### src/rtl/csu_pkg.sv
`timescale 1ns / 1ps
// Shared widths, constants and controller/datapath interface types for the cosine similarity unit.
package csu_pkg;

  localparam int ELEM_W     = 16;
  localparam int PROD_W     = 2 * ELEM_W;
  localparam int SQ_W       = 2 * ELEM_W - 1;
  localparam int DOT_W      = 42;
  localparam int NORM_W     = 41;
  localparam int EPS_W      = 16;
  localparam int ROOT_W     = (NORM_W + 1) / 2;
  localparam int RPROD_W    = 2 * ROOT_W;
  localparam int DEN_W      = RPROD_W + 1;
  localparam int T_W        = DEN_W + 1;
  localparam int SIM_W      = 16;
  localparam int QUO_W      = SIM_W + 1;
  localparam int DSH_W      = DEN_W + SIM_W;
  localparam int NUM_W      = DSH_W + 1;
  localparam int FRAC_SH    = SIM_W - 1;
  localparam int SQRT_STEPS = ROOT_W;
  localparam int DIV_STEPS  = QUO_W;
  localparam int CNT_W      = 5;
  localparam int ADDR_W     = 3;
  localparam int DATA_W     = 32;

  localparam logic [SIM_W-1:0] HALF_Q16  = 16'h8000;
  localparam logic [SIM_W-1:0] SIM_MAX   = 16'hFFFF;
  localparam logic [EPS_W-1:0] EPS_RESET = 16'd1;
  localparam logic             REG_EPS   = 1'b0;

  typedef struct packed {
    logic prod_load;
    logic acc_en;
    logic sq_load;
    logic sq_step;
    logic mul_en;
    logic den_en;
    logic tsum_en;
    logic num_en;
    logic div_step;
    logic out_load;
  } cmd_t;

  typedef struct packed {
    logic last;
  } sts_t;

endpackage

### src/rtl/csu_isqrt.sv
`timescale 1ns / 1ps
// Bit-serial floor integer square root, one result bit per step.
module csu_isqrt (
  input  logic                        clk,
  input  logic                        load,
  input  logic                        step,
  input  logic [csu_pkg::NORM_W-1:0]  x,
  output logic [csu_pkg::ROOT_W-1:0]  root
);

  localparam int XW   = 2 * csu_pkg::ROOT_W;
  localparam int REMW = csu_pkg::ROOT_W + 1;
  localparam int TRW  = REMW + 2;

  logic [XW-1:0]              x_r;
  logic [REMW-1:0]            rem_r;
  logic [csu_pkg::ROOT_W-1:0] root_r;
  logic [TRW-1:0]             rem_sh;
  logic [TRW-1:0]             trial;
  logic [TRW-1:0]             diff;
  logic                       ge;

  assign rem_sh = {rem_r, x_r[XW-1 -: 2]};
  assign trial  = {1'b0, root_r, 2'b01};
  assign ge     = (rem_sh >= trial);
  assign diff   = rem_sh - trial;

  always_ff @(posedge clk) begin
    if (load) begin
      x_r    <= XW'(x);
      rem_r  <= '0;
      root_r <= '0;
    end else if (step) begin
      x_r    <= {x_r[XW-3:0], 2'b00};
      rem_r  <= ge ? diff[REMW-1:0] : rem_sh[REMW-1:0];
      root_r <= {root_r[csu_pkg::ROOT_W-2:0], ge};
    end
  end

  assign root = root_r;

endmodule

### src/rtl/csu_datapath.sv
`timescale 1ns / 1ps
// Datapath: products, saturating sums, square roots, denominator, divider and result register.
module csu_datapath (
  input  logic                              clk,
  input  logic                              rst_n,
  input  csu_pkg::cmd_t                     cmd,
  output csu_pkg::sts_t                     sts,
  input  logic [csu_pkg::EPS_W-1:0]         eps,
  input  logic signed [csu_pkg::ELEM_W-1:0] a_elem,
  input  logic signed [csu_pkg::ELEM_W-1:0] b_elem,
  input  logic                              last,
  output logic [csu_pkg::SIM_W-1:0]         similarity,
  output logic                              div_zero
);

  localparam int DW = csu_pkg::DOT_W;
  localparam int NW = csu_pkg::NORM_W;

  logic signed [csu_pkg::PROD_W-1:0] pab_r;
  logic [csu_pkg::SQ_W-1:0]          paa_r;
  logic [csu_pkg::SQ_W-1:0]          pbb_r;
  logic                              last_r;
  logic signed [csu_pkg::PROD_W-1:0] pab;
  logic signed [csu_pkg::PROD_W-1:0] paa;
  logic signed [csu_pkg::PROD_W-1:0] pbb;

  logic signed [DW-1:0] dot_r;
  logic [NW-1:0]        na_r;
  logic [NW-1:0]        nb_r;
  logic signed [DW:0]   dot_sum;
  logic [NW:0]          na_sum;
  logic [NW:0]          nb_sum;
  logic signed [DW-1:0] dot_nxt;
  logic [NW-1:0]        na_nxt;
  logic [NW-1:0]        nb_nxt;

  logic [csu_pkg::ROOT_W-1:0]      root_a;
  logic [csu_pkg::ROOT_W-1:0]      root_b;
  logic [csu_pkg::RPROD_W-1:0]     rprod_r;
  logic [csu_pkg::DEN_W-1:0]       den_r;
  logic signed [csu_pkg::T_W-1:0]  t_r;
  logic                            dz_r;
  logic                            tpos_r;
  logic [csu_pkg::NUM_W-1:0]       rem_r;
  logic [csu_pkg::DSH_W-1:0]       dsh_r;
  logic [csu_pkg::QUO_W-1:0]       q_r;
  logic                            q_ge;
  logic [csu_pkg::SIM_W-1:0]       sim_nxt;
  logic [csu_pkg::SIM_W-1:0]       sim_r;
  logic                            dzo_r;

  assign pab = csu_pkg::PROD_W'(a_elem) * csu_pkg::PROD_W'(b_elem);
  assign paa = csu_pkg::PROD_W'(a_elem) * csu_pkg::PROD_W'(a_elem);
  assign pbb = csu_pkg::PROD_W'(b_elem) * csu_pkg::PROD_W'(b_elem);

  always_ff @(posedge clk) begin
    if (cmd.prod_load) begin
      pab_r  <= pab;
      paa_r  <= paa[csu_pkg::SQ_W-1:0];
      pbb_r  <= pbb[csu_pkg::SQ_W-1:0];
      last_r <= last;
    end
  end

  assign sts.last = last_r;

  assign dot_sum = {dot_r[DW-1], dot_r} + (DW+1)'(pab_r);
  assign na_sum  = {1'b0, na_r} + (NW+1)'(paa_r);
  assign nb_sum  = {1'b0, nb_r} + (NW+1)'(pbb_r);

  always_comb begin
    if (dot_sum[DW] != dot_sum[DW-1]) begin
      dot_nxt = dot_sum[DW] ? {1'b1, {(DW-1){1'b0}}} : {1'b0, {(DW-1){1'b1}}};
    end else begin
      dot_nxt = dot_sum[DW-1:0];
    end
    na_nxt = na_sum[NW] ? {NW{1'b1}} : na_sum[NW-1:0];
    nb_nxt = nb_sum[NW] ? {NW{1'b1}} : nb_sum[NW-1:0];
  end

  csu_isqrt u_sqrt_a (
    .clk  (clk),
    .load (cmd.sq_load),
    .step (cmd.sq_step),
    .x    (na_r),
    .root (root_a)
  );

  csu_isqrt u_sqrt_b (
    .clk  (clk),
    .load (cmd.sq_load),
    .step (cmd.sq_step),
    .x    (nb_r),
    .root (root_b)
  );

  assign q_ge = ({1'b0, dsh_r} <= rem_r);

  always_comb begin
    if (dz_r) begin
      sim_nxt = csu_pkg::HALF_Q16;
    end else if (!tpos_r) begin
      sim_nxt = '0;
    end else if (q_r[csu_pkg::QUO_W-1]) begin
      sim_nxt = csu_pkg::SIM_MAX;
    end else begin
      sim_nxt = q_r[csu_pkg::SIM_W-1:0];
    end
  end

  always_ff @(posedge clk) begin
    if (!rst_n) begin
      dot_r <= '0;
      na_r  <= '0;
      nb_r  <= '0;
      sim_r <= '0;
      dzo_r <= 1'b0;
    end else if (cmd.out_load) begin
      dot_r <= '0;
      na_r  <= '0;
      nb_r  <= '0;
      sim_r <= sim_nxt;
      dzo_r <= dz_r;
    end else if (cmd.acc_en) begin
      dot_r <= dot_nxt;
      na_r  <= na_nxt;
      nb_r  <= nb_nxt;
    end
    if (cmd.mul_en) begin
      rprod_r <= csu_pkg::RPROD_W'(root_a) * csu_pkg::RPROD_W'(root_b);
    end
    if (cmd.den_en) begin
      den_r <= csu_pkg::DEN_W'(rprod_r) + csu_pkg::DEN_W'(eps);
    end
    if (cmd.tsum_en) begin
      t_r  <= csu_pkg::T_W'(dot_r) + $signed({1'b0, den_r});
      dz_r <= (den_r == '0);
    end
    if (cmd.num_en) begin
      rem_r  <= csu_pkg::NUM_W'({t_r, {csu_pkg::FRAC_SH{1'b0}}})
              + csu_pkg::NUM_W'(den_r[csu_pkg::DEN_W-1:1]);
      dsh_r  <= {den_r, {csu_pkg::SIM_W{1'b0}}};
      q_r    <= '0;
      tpos_r <= !t_r[csu_pkg::T_W-1] && (t_r != '0);
    end else if (cmd.div_step) begin
      rem_r <= q_ge ? (rem_r - {1'b0, dsh_r}) : rem_r;
      dsh_r <= {1'b0, dsh_r[csu_pkg::DSH_W-1:1]};
      q_r   <= {q_r[csu_pkg::QUO_W-2:0], q_ge};
    end
  end

  assign similarity = sim_r;
  assign div_zero   = dzo_r;

endmodule

### src/rtl/csu_ctrl.sv
`timescale 1ns / 1ps
// Controller state machine that sequences accumulation and the final square root and divide.
module csu_ctrl (
  input  logic          clk,
  input  logic          rst_n,
  input  logic          in_valid,
  output logic          in_stall,
  output logic          out_valid,
  input  logic          out_stall,
  input  csu_pkg::sts_t sts,
  output csu_pkg::cmd_t cmd
);

  typedef enum logic [3:0] {
    S_IDLE,
    S_ACC,
    S_SQ_LOAD,
    S_SQRT,
    S_MUL,
    S_DEN,
    S_TSUM,
    S_NUM,
    S_DIV,
    S_DONE
  } state_t;

  state_t                      state_r;
  state_t                      state_nxt;
  logic [csu_pkg::CNT_W-1:0]   cnt_r;
  logic [csu_pkg::CNT_W-1:0]   cnt_nxt;
  logic                        out_valid_r;
  logic                        out_valid_nxt;
  logic                        out_free;

  assign out_free = !(out_valid_r && out_stall);

  always_comb begin
    state_nxt = state_r;
    cnt_nxt   = cnt_r;
    cmd       = '0;
    unique case (state_r)
      S_IDLE: begin
        if (in_valid) begin
          cmd.prod_load = 1'b1;
          state_nxt     = S_ACC;
        end
      end
      S_ACC: begin
        cmd.acc_en = 1'b1;
        state_nxt  = sts.last ? S_SQ_LOAD : S_IDLE;
      end
      S_SQ_LOAD: begin
        cmd.sq_load = 1'b1;
        cnt_nxt     = '0;
        state_nxt   = S_SQRT;
      end
      S_SQRT: begin
        cmd.sq_step = 1'b1;
        cnt_nxt     = cnt_r + 1'b1;
        if (cnt_r == csu_pkg::CNT_W'(csu_pkg::SQRT_STEPS - 1)) begin
          state_nxt = S_MUL;
        end
      end
      S_MUL: begin
        cmd.mul_en = 1'b1;
        state_nxt  = S_DEN;
      end
      S_DEN: begin
        cmd.den_en = 1'b1;
        state_nxt  = S_TSUM;
      end
      S_TSUM: begin
        cmd.tsum_en = 1'b1;
        state_nxt   = S_NUM;
      end
      S_NUM: begin
        cmd.num_en = 1'b1;
        cnt_nxt    = '0;
        state_nxt  = S_DIV;
      end
      S_DIV: begin
        cmd.div_step = 1'b1;
        cnt_nxt      = cnt_r + 1'b1;
        if (cnt_r == csu_pkg::CNT_W'(csu_pkg::DIV_STEPS - 1)) begin
          state_nxt = S_DONE;
        end
      end
      S_DONE: begin
        if (out_free) begin
          cmd.out_load = 1'b1;
          state_nxt    = S_IDLE;
        end
      end
    endcase
    out_valid_nxt = cmd.out_load || (out_valid_r && out_stall);
  end

  always_ff @(posedge clk) begin
    if (!rst_n) begin
      state_r     <= S_IDLE;
      cnt_r       <= '0;
      out_valid_r <= 1'b0;
    end else begin
      state_r     <= state_nxt;
      cnt_r       <= cnt_nxt;
      out_valid_r <= out_valid_nxt;
    end
  end

  assign in_stall  = (state_r != S_IDLE);
  assign out_valid = out_valid_r;

`ifndef SYNTHESIS
  a_accept_to_acc: assert property (@(posedge clk) disable iff (!rst_n)
    (in_valid && !in_stall) |=> (state_r == S_ACC))
    else $error("accepted request did not move to accumulation");

  a_plain_item_done: assert property (@(posedge clk) disable iff (!rst_n)
    (state_r == S_ACC && !sts.last) |=> (state_r == S_IDLE))
    else $error("request without last did not return to idle");

  a_sqrt_count: assert property (@(posedge clk) disable iff (!rst_n)
    (state_r == S_SQRT) |-> (cnt_r < csu_pkg::CNT_W'(csu_pkg::SQRT_STEPS)))
    else $error("square root step count out of range");

  a_div_count: assert property (@(posedge clk) disable iff (!rst_n)
    (state_r == S_DIV) |-> (cnt_r < csu_pkg::CNT_W'(csu_pkg::DIV_STEPS)))
    else $error("divide step count out of range");

  a_load_shows: assert property (@(posedge clk) disable iff (!rst_n)
    cmd.out_load |=> out_valid_r)
    else $error("loaded result not presented");
`endif

endmodule

### src/rtl/cosine_similarity_unit.sv
`timescale 1ns / 1ps
// Top level of the cosine similarity unit: register port, controller and datapath.
//
// Each request carries one element pair (a_elem, b_elem) in signed Q1.15 and a last flag.
// A request without last forms the three products and then adds them into the saturating
// dot and norm sums. A request with last, after the same element work and before the next
// request is taken, loads the two bit-serial square root units, runs 21 square root steps
// (one root bit per cycle), forms in turn the root product, the eps add, the dot sum add and
// the rounding offset, runs 17 restoring divide steps (one quotient bit per cycle), and loads
// the result register once the output is free. The result register holds a finished similarity
// while the next vector streams in; a new result waits only if the previous one is still
// stalled. Similarity is 0.5 + 0.5 * cosine in unsigned Q0.16, rounded and saturated;
// div_zero flags a zero denominator, with similarity 0.5. Register eps (byte address 0,
// reset 1) must be written only while the unit is idle.
module cosine_similarity_unit (
  input  logic                               clk,
  input  logic                               rst_n,
  input  logic                               in_valid,
  output logic                               in_stall,
  input  logic signed [csu_pkg::ELEM_W-1:0]  in_a_elem,
  input  logic signed [csu_pkg::ELEM_W-1:0]  in_b_elem,
  input  logic                               in_last,
  output logic                               out_valid,
  input  logic                               out_stall,
  output logic [csu_pkg::SIM_W-1:0]          out_similarity,
  output logic                               out_div_zero,
  input  logic                               psel,
  input  logic                               penable,
  input  logic                               pwrite,
  input  logic [csu_pkg::ADDR_W-1:0]         paddr,
  input  logic [csu_pkg::DATA_W-1:0]         pwdata,
  output logic [csu_pkg::DATA_W-1:0]         prdata,
  output logic                               pready
);

  logic [csu_pkg::EPS_W-1:0] eps_r;
  logic                      reg_idx;
  csu_pkg::cmd_t             cmd;
  csu_pkg::sts_t             sts;

  assign reg_idx = paddr[csu_pkg::ADDR_W-1];
  assign pready  = 1'b1;

  always_ff @(posedge clk) begin
    if (!rst_n) begin
      eps_r <= csu_pkg::EPS_RESET;
    end else if (psel && penable && pwrite && (reg_idx == csu_pkg::REG_EPS)) begin
      eps_r <= pwdata[csu_pkg::EPS_W-1:0];
    end
  end

  always_comb begin
    unique case (reg_idx)
      csu_pkg::REG_EPS: prdata = csu_pkg::DATA_W'(eps_r);
      default:          prdata = '0;
    endcase
  end

  csu_ctrl u_ctrl (
    .clk       (clk),
    .rst_n     (rst_n),
    .in_valid  (in_valid),
    .in_stall  (in_stall),
    .out_valid (out_valid),
    .out_stall (out_stall),
    .sts       (sts),
    .cmd       (cmd)
  );

  csu_datapath u_dp (
    .clk        (clk),
    .rst_n      (rst_n),
    .cmd        (cmd),
    .sts        (sts),
    .eps        (eps_r),
    .a_elem     (in_a_elem),
    .b_elem     (in_b_elem),
    .last       (in_last),
    .similarity (out_similarity),
    .div_zero   (out_div_zero)
  );

endmodule
### config.mk
export PLATFORM = sky130hd
export DESIGN_NAME = cosine_similarity_unit
export DESIGN_NICKNAME = d
export VERILOG_FILES = /design/src/rtl/csu_pkg.sv /design/src/rtl/csu_isqrt.sv /design/src/rtl/csu_datapath.sv /design/src/rtl/csu_ctrl.sv /design/src/rtl/cosine_similarity_unit.sv
export SDC_FILE = /design/constraint.sdc
export NUM_CORES = 2
export LEC_CHECK = 0
export BUFFER_PORTS_ARGS = -buffer_cell sky130_fd_sc_hd__buf_4
export CAP_MARGIN = 5
export CORE_MARGIN = 2
export CORE_UTILIZATION = 55
export CTS_CLUSTER_DIAMETER = 30
export DETAILED_ROUTE_END_ITERATION = 6
export PLACE_DENSITY_LB_ADDON = 0.15
export SLEW_MARGIN = 30
export SYNTH_ARGS = -nofsm -noshare
export SYNTH_HDL_FRONTEND = slang
export SYNTH_SLANG_ARGS = --single-unit
export TNS_END_PERCENT = 20
### constraint.sdc
create_clock -name clk -period 7.2 [get_ports clk]
set_input_delay 0.72 -clock clk [delete_from_list [all_inputs] [get_ports clk]]
set_output_delay 0.72 -clock clk [all_outputs]
set_load 0.005 [all_outputs]
==> results.ini <==
[run_status]
outcome=finished, final reports clean

[setup_path]
crit_fanout=12
endpoint=u_dp.rprod_r[40]
worstSetupPathType=reg2reg
cp.arrival_ns=7.53
end_kind=flop
critPathLaunchType=flop
r2r_start=u_dp.u_sqrt_b.root[11]
cp.required_ns=7.68
reg2reg_setup_slack_ns=0.15
startpoint=u_dp.u_sqrt_b.root[11]
r2r_cells=25
timing.rr.end=u_dp.rprod_r[40]

[place]
dpl.hpwl_um=166000
place_inst=10900
gp_congestion=0.924
io_buffer_count=91
pre_cts_ws_ns=-0.158

[floorplan]
die_area_sq_um=150000
core-area_sq_um=146000
die_w_um=388
die_y_um=388
initial_core_util=0.555
ios=127
fp-row-count=140

[synth]
ys_ff_latch=697
postSynthAreaPerCell_sq_um=9.11
synth_edf_count=409
synth_cell_types=94
synth_ff_type=edfxtp_1
postSynthCellCount=8880
ys.warnings.count=0
netlist_area_sq_um=80900
async_reset_ff_frac=0
ys_seq_area_frac=0.223

[global_route]
grt_max_degree=146
grt_pass1_vias=64200
grt_overflow=0
grt_usage=0.285
antenna_found_initial=3
grt_pass1_wl_um=343000

[cts]
worstSkewPairLatency_ns=0.80
cts_made_buffers=171
cts_root_buf=clkbuf_16
cts_tree=done
htreeDepth=4
hold_buffers=0
clk_pin_slew_ns=0.05
cts_sinks=697
clock_path_buffers=3

[sta]
tns_ns=0
finalSetupViolCount=0
setup_slack_ns=0.152
finalClockSkew_ns=0.0696
period_needed_ns=7.05
final_hold_viol_count=0
timing.final.crit_share=0.979
rsz0062_at_grt=yes
timing.hold.ws_ns=0.148
relSlewSlack=0.373
worstMarginPinSlew_ns=0.917
clock.fmax_mhz=142
finalMaxSlewViolations=0

[finish]
final_cell_mix=inv_1, fa_1, nand2_1, ha_1, nor2_1
instances_no_fill=11200
nets=11000
nFillCells=12100
syn_to_final_growth_pct=13.9
drive_above_1_share=0.0910
final_common_cell=inv_1

[worst_hold_path]
hp-class=in2reg

[routing]
drc_errors=0
vias=62400
drtAntennaViolNets=0
wl_per_cell_um=18.7
firstDrtPassIters=6
wirelength_um=211000
drtIter0Drc=4233
viasPerCell=5.56

[run]
maxCapViolations=0

-- cell type report --
type                       instances  area, sq um  area share
multi-input combinational       6293        55900       0.607
sequential                       697        18000       0.196
inverter                        1560         5880      0.0639
clock buffer                     194         4470      0.0485
timing repair buffer             450         3650      0.0396
tap                             1917         2400      0.0260
clock inverter                   124         1760      0.0191
antenna                            2         5.00   0.0000543
-- logic make-up after synthesis --
family,after synthesis,share of synthesized area
AOI/OAI and AO/OA,1578,0.120
xor gates and xnor gates,466,0.0504
adders and majority gates,1826,0.382
buffers and inverters,1905,0.0894
DFF,697,0.223
muxes,32,0.00399
other,2,0.0000928
and+or+nand+nor,2374,0.131
-- through the flow --
step                       util  area (sq um)
after detailed placement  0.587         85700
after CTS                 0.630         91900
after floorplan               -         81000
final                     0.631         92100
after global placement    0.587         85700
after global routing      0.631         92100
-- worst min-delay path by stage --
stage / cells past startpoint / endpoint / startpoint / slack [ns]
after floorplan: 2 / u_dp.u_sqrt_a.x_r[41] / u_dp.u_sqrt_a.x_r[39] / 0.42
after CTS: 1 / u_dp.sts / in_last / 0.09
after global placement: 2 / u_dp.similarity[1] / u_dp.similarity[1] / 0.43
after detailed placement: 2 / u_dp.similarity[1] / u_dp.similarity[1] / 0.44
after global routing: 1 / u_dp.sts / in_last / 0.11
final: 1 / u_dp.sts / in_last / 0.15
-- critical path, cell delays in order, from the launching register on --
cell	delay (ns)
dfxtp_1	0.31
inv_1	0.41
buf_4	0.22
nor2_1	0.05
fa_1	0.48
inv_1	0.05
fa_1	0.41
fa_1	0.54
inv_1	0.05
fa_1	0.59
fa_1	0.46
fa_1	0.50
inv_1	0.05
fa_1	0.51
inv_1	0.05
ha_1	0.37
nand4_1	0.16
nor2_1	0.18
a2111oi_2	0.07
buf_4	0.17
o311a_4	0.36
o21ai_2	0.18
nand3_1	0.10
a211oi_1	0.25
nor2_1	0.08
xnor2_1	0.15
-- state kept, by name (all words and copies together), names as in the netlist, 32 cells and up --
signal	cells
u_dp.den_r	43
u_dp.dot_r	42
u_dp.dsh_r	59
u_dp.na_r	41
u_dp.nb_r	41
u_dp.pab_r	32
u_dp.rem_r	60
u_dp.rprod_r	42
u_dp.t_r	44
u_dp.u_sqrt_a.x_r	42
u_dp.u_sqrt_b.x_r	42
-- per-layer routing --
metal	GRT usage	part of all wire	vias to the layer above
met4	0.0989	0.036	2
met3	0.0366	0.062	430
met1	0.394	0.44	30800
met2	0.465	0.47	1956
met5	0	0.000076	-
li1	-	-	29300
-- cell usage after synthesis (12+ instances only) --
master / count / area (sq um)
nor2b_1: 73 / 457
edfxtp_1: 409 / 12300
nand2_1: 1064 / 3990
and2_1: 188 / 1180
or3_1: 13 / 81.3
a31oi_1: 34 / 213
and3_1: 46 / 288
xor2_1: 162 / 1420
nor2_1: 601 / 2260
o21bai_1: 60 / 450
a21boi_0: 36 / 270
ha_1: 697 / 8720
maj3_1: 39 / 390
nand2b_1: 78 / 488
xnor2_1: 304 / 2660
o22ai_1: 54 / 338
a211oi_1: 28 / 210
clkbuf_1: 289 / 1080
a21o_1: 215 / 1610
o31a_1: 12 / 105
o211ai_1: 18 / 135
nor3_1: 75 / 375
nor4_1: 32 / 200
inv_1: 1540 / 5780
or2_2: 12 / 75.1
a21oi_1: 501 / 2510
mux2i_1: 30 / 300
buf_1: 27 / 101
o31ai_1: 20 / 150
o21a_1: 42 / 315
a22o_1: 22 / 193
clkinv_1: 17 / 63.8
nand3_1: 94 / 470
fa_1: 1090 / 21800
dfxtp_1: 288 / 5770
nand4_1: 52 / 325
o21ai_0: 414 / 2070
buf_4: 20 / 150
and4_1: 14 / 123
-- repair_timing --
| action | 4_1_cts | 5_1_grt |
|---|---|---|
| pin swaps | 0 | 6 |
| gates resized for setup | 4 | 50 |
| endpoints found under the setup margin | 2 | 11 |
| buffers inserted | 0 | 7 |
Power is not shown: default switching activity piles up to over one toggle a cycle in this logic, so the estimate is an artifact.
